### src/sv/fwad_pkg.sv
// Package with types, constants and helpers of the flow window anomaly detector.
`default_nettype none
package fwad_pkg;

	localparam int NUM_FLOWS_DEF = 64;
	localparam int WINDOW_DEF    = 100;

	localparam logic [3:0] SCORE_BW    = 4'd3;
	localparam logic [3:0] SCORE_RATE  = 4'd3;
	localparam logic [3:0] SCORE_FLOOD = 4'd4;
	localparam logic [3:0] SCORE_LIMIT = 4'd5;

	localparam logic [15:0] WINDOW_TICKS_RST = 16'd1000;
	localparam logic [11:0] BW_LIMIT_RST     = 12'd10;
	localparam logic [9:0]  RATE_LIMIT_RST   = 10'd1000;
	localparam logic [9:0]  FLOOD_MIN_RST    = 10'd500;
	localparam logic [15:0] FLOOD_AVG_RST    = 16'd100;

	localparam int CFG_IDX_W = 3;
	typedef enum logic [CFG_IDX_W-1:0] {
		CFG_WINDOW_TICKS = 3'd0,
		CFG_BW_LIMIT     = 3'd1,
		CFG_RATE_LIMIT   = 3'd2,
		CFG_FLOOD_MIN    = 3'd3,
		CFG_FLOOD_AVG    = 3'd4
	} cfg_idx_t;

	typedef enum logic [1:0] {
		OP_ADD    = 2'd0,
		OP_REMOVE = 2'd1,
		OP_RECORD = 2'd2,
		OP_DETECT = 2'd3
	} op_t;

	typedef enum logic [2:0] {
		ST_IDLE,
		ST_LOOKUP,
		ST_SCAN,
		ST_DRAIN,
		ST_EVAL,
		ST_DONE
	} state_t;

	typedef struct packed {
		logic [1:0]  opcode;
		logic [5:0]  flow_id;
		logic [15:0] rx_bytes;
		logic [15:0] tx_bytes;
		logic [31:0] timestamp;
	} req_t;

	typedef struct packed {
		logic       flow_found;
		logic [2:0] anomaly_flags;
		logic [3:0] score_tenths;
		logic       anomaly;
	} rsp_t;

	// Controller to datapath commands.
	typedef struct packed {
		logic load;       // capture the request and read the flow table
		logic apply;      // update flow table / write ring for non-detect ops
		logic scan_start; // clear accumulators and the read index
		logic scan_rd;    // issue one ring read
		logic acc;        // accumulate the entry read in the previous cycle
		logic eval;       // compute flags
		logic done;       // present the result
	} cmd_t;

	// Datapath to controller status.
	typedef struct packed {
		logic is_detect;  // detect on a valid flow with entries
		logic last_rd;    // current read is the last ring entry
	} sts_t;

endpackage
`default_nettype wire

### src/sv/fwad_ctrl.sv
// Controller state machine of the flow window anomaly detector.
`default_nettype none
module fwad_ctrl (
	input  wire logic            clk,
	input  wire logic            arst_n,
	input  wire logic            start,
	input  wire fwad_pkg::sts_t  sts,
	output logic                 busy,
	output fwad_pkg::cmd_t       cmd
);
	import fwad_pkg::*;

	state_t state_q, state_d;

	// State register.
	always_ff @(posedge clk or negedge arst_n) begin
		if (!arst_n) begin
			state_q <= ST_IDLE;
		end else begin
			state_q <= state_d;
		end
	end

	// Next state and commands.
	always_comb begin
		state_d = state_q;
		cmd     = '0;
		busy    = (state_q != ST_IDLE);
		unique case (state_q)
			ST_IDLE: begin
				if (start) begin
					cmd.load = 1'b1;
					state_d  = ST_LOOKUP;
				end
			end
			ST_LOOKUP: begin
				if (sts.is_detect) begin
					cmd.scan_start = 1'b1;
					state_d        = ST_SCAN;
				end else begin
					cmd.apply = 1'b1;
					state_d   = ST_DONE;
				end
			end
			ST_SCAN: begin
				cmd.scan_rd = 1'b1;
				if (sts.last_rd) begin
					state_d = ST_DRAIN;
				end
			end
			ST_DRAIN: begin
				cmd.acc = 1'b1;
				state_d = ST_EVAL;
			end
			ST_EVAL: begin
				cmd.eval = 1'b1;
				state_d  = ST_DONE;
			end
			ST_DONE: begin
				cmd.done = 1'b1;
				state_d  = ST_IDLE;
			end
			default: state_d = ST_IDLE;
		endcase
		// A read issued in the previous scan cycle lands now.
		if (state_q == ST_SCAN && state_d == ST_SCAN) begin
			cmd.acc = 1'b0;
		end
	end
endmodule
`default_nettype wire

### config.mk
export PLATFORM = sky130hd
export DESIGN_NAME = fwad_ctrl
export DESIGN_NICKNAME = d
export VERILOG_FILES = /design/src/sv/fwad_pkg.sv /design/src/sv/fwad_ctrl.sv
export SDC_FILE = /design/constraint.sdc
export NUM_CORES = 1
export LEC_CHECK = 0
export BUFFER_PORTS_ARGS = -buffer_cell sky130_fd_sc_hd__buf_2
export CORE_AREA = 2 2 39 41
export CTS_BUF_LIST = sky130_fd_sc_hd__clkbuf_16
export CTS_CLUSTER_SIZE = 25
export DETAILED_ROUTE_END_ITERATION = 10
export DIE_AREA = 0 0 41 43
export HOLD_SLACK_MARGIN = 0.03
export SYNTH_ARGS = -nofsm -noshare
export SYNTH_HDL_FRONTEND = slang
export SYNTH_SLANG_ARGS = --single-unit
### constraint.sdc
create_clock -name clk -period 0.98 [get_ports clk]
set_input_delay 0.196 -clock clk [delete_from_list [all_inputs] [get_ports clk]]
set_output_delay 0.196 -clock clk [all_outputs]
set_load 0.03 [all_outputs]
==> out/qor.yml <==
portBuffers: 12
rsz0062_at_grt: "true"
outcome: "complete, but fails checks"
p_per_area_nw_per_um2: 3710
drv_cap: 0
synth-edff-count: 0
timing.critical_path.buf_inv: 1
die_w_um: 41
cp_slowest_cell: "or3_4"
critPathTopFamily: "simple AND/OR/NAND/NOR gates"
netlist_area_sq_um: 209
vdd_drop_max_mv: 1.33
grt_pass1_vias: 270
violations: "negative setup slack"
swShare: 0.368
grt_pass1_wl_um: 1110
crit_path_end_kind: "output pin"
synth_fp_nets: 29
antennaDiodeCount: 0
regMostFlops: "state_q"
fin_crit_ps: 1480
min_path_type: "in -> async"
numCtsBuffers: 3
yosysMostFrequentCell: "nor2_1"
dpl.cell_count: 59
antenna_found_initial: 0
finalSetupViolCount: 10
area_growth_pct: 183
core_sq_um: 1380
grt_usage: 0.0985
synth.avg_cell_area_sq_um: 8.71
ys_seq_elements: 3
clock_path_buffers: 2
worstPathCellList: "or3_4 -> nor2_4 -> buf_6"
root_buffer: "clkbuf_16"
num-fill-cells: 134
grt.overflow.total: 0
htreeDepth: 1
initial_core_util: 0.151
clock-sinks: 3
startpoint_type: "flip-flop"
final_util: 0.428
synth.largest_area_cell: "dfrtp_1"
antenna_left: 0
drt-total-wl_um: 714
pwr-share-clk: 0.294
reg_top3: "state_q (3)"
synthTopCellsByArea: "dfrtp_1, nor2_1, nor3b_1"
fmax_ghz: 0.678
synthCells: 24
drt-vias-per-instance: 4.12
cts_tree: "built"
slew_violations: 0
worst-setup-path-type: "reg -> out"
fp.dieArea_sq_um: 1760
vias: 276
rows: 14
wl_per_cell_um: 10.7
p_leak_nw: 0.276
drc: 0
yosys-top-cells-count: "nor2_1, dfrtp_1, inv_1, nor3b_1, or3_1"
p_comb_frac: 0.595
critPathMaxStageDelay_ps: 420
place_congestion: 0.709
maxSlewHeadroom: 0.835
synth_seq_area_share: 0.359
largest_reg_flops: 3
p_int_mw: 1.39
dr.first_iter.drc_count: 1
p_sw_uw: 807
yosysWarnings: 0
total_power_mw: 2.20
ioPinCount: 13
clk-insertion-delay-late_ps: 220
drive_gt1_frac: 0.784
clock_skew_ps: 0.383
critPathMaxFanout: 3
yosysUniqueCellTypes: 16
synthArstFlopShare: 1.00
hpwlAfterDp_um: 471
synth_top_area_share: 0.359
worst_pin_slew_ps: 247
critPathArrivalTime_ps: 1280
power_frac_seq: 0.111
die_height_um: 43
dr.pass1.iters: 2
setup_ws_ps: -496
fin_cells: 67
period_share: 1.51
layout.nets: 57
finalHoldViolCount: 0
grt_max_degree: 7
synth_ff_type: "dfrtp_1"
worstPathRequired_ps: 780
clk_pin_slew_ps: 30
layout make-up:
class | count | area (sq um) | share of cell area
Sequential cell | 3 | 76.3 | 0.129
Clock inverter | 1 | 3.75 | 0.00634
Inverter | 2 | 10.0 | 0.0169
Multi-Input combinational cell | 18 | 193 | 0.326
Timing Repair Buffer | 24 | 214 | 0.362
Tap cell | 16 | 20.0 | 0.0338
Clock buffer | 3 | 75.1 | 0.127
power groups by stage:
| stage | combinational [mW] | clock, mW | sequential, mW |
|---|---|---|---|
| floorplan | 0.640 | 0 | 0.261 |
| finish | 1.31 | 0.646 | 0.244 |
| CTS | 1.10 | 0.653 | 0.241 |
| global placement | 0.963 | 0 | 0.235 |
| detailed placement | 0.965 | 0 | 0.234 |
| global route | 1.39 | 0.666 | 0.255 |
cells in the final DEF (no fill, tap or decap):
| cell | count |
|---|---|
| a21oi_2 | 1 |
| and3_2 | 1 |
| buf_2 | 4 |
| buf_4 | 8 |
| buf_6 | 11 |
| clkbuf_16 | 3 |
| dfrtp_1 | 2 |
| dfrtp_2 | 1 |
| dlygate4sd3_1 | 1 |
| inv_1 | 2 |
| inv_4 | 1 |
| nand2b_4 | 1 |
| nand3_2 | 1 |
| nor2_2 | 1 |
| nor2_4 | 3 |
| nor2b_1 | 1 |
| nor3_1 | 1 |
| nor3b_1 | 1 |
| nor3b_2 | 1 |
| nor4b_4 | 1 |
| nor4bb_4 | 1 |
| o21bai_1 | 1 |
| or2b_1 | 1 |
| or3_1 | 1 |
| or3_4 | 1 |
metrics by stage:
| step | worst slack [ps] | cell area (sq um) | TNS, ps | hold WS [ps] |
|---|---|---|---|---|
| 2_1_floorplan | -384 | 264 | -2100 | -99.6 |
| 3_3_place_gp | -300 | 393 | -2270 | -3.05 |
| 3_5_place_dp | -314 | 393 | -2210 | -6.62 |
| 4_1_cts | -478 | 524 | -3950 | 307 |
| 5_1_grt | -533 | 592 | -4180 | 316 |
| 6_report | -496 | 592 | -3720 | 302 |
worst reg2reg max path: stages, from the launching register on:
cell and delay, ps:
dfrtp_1 410, buf_6 150, buf_4 150, nor2_2 90
nor3_1 40, or3_1 310
worst paths after layout:
| path | endpoint | cells after the start | slack, ps | from |
|---|---|---|---|---|
| setup / recovery | cmd[6] | 3 | -500 | state_q[1]$_DFF_PN0_ |
| hold / removal | state_q[1]$_DFF_PN0_ | 2 | 300 | arst_n |
| setup reg to reg | state_q[0]$_DFF_PN0_ | 5 | -310 | state_q[2]$_DFF_PN0_ |
| hold reg to reg | state_q[1]$_DFF_PN0_ | 3 | 710 | state_q[0]$_DFF_PN0_ |
| max in group asynchronous | state_q[1]$_DFF_PN0_ | 2 | 560 | arst_n |
| min in group clk | state_q[0]$_DFF_PN0_ | 3 | 370 | sts[0] |
routing by layer:
layer,track usage,wire [um],vias to the layer above,part of all wire
met2,0.131,337,11,0.47
met4,0.0800,18,0,0.025
li1,-,-,137,-
met3,0.0366,47,2,0.066
met1,0.119,310,126,0.43
met5,0,0,-,0
logic make-up after synthesis:
logic type	synth area share
flip-flops	0.359
buffers and inverters	0.0719
AO/OA/AOI/OAI	0.0599
AND/OR/NAND/NOR	0.509
repair_timing:
action,CTS,global route
setup endpoints to repair,11,11
hold buffers,1,0
gates resized for setup,12,15
buffers inserted,1,3
cloned,0,0
pin swaps,4,4
hold endpoints to repair,3,0
No activity file was read; power rests on OpenSTA's default activity.
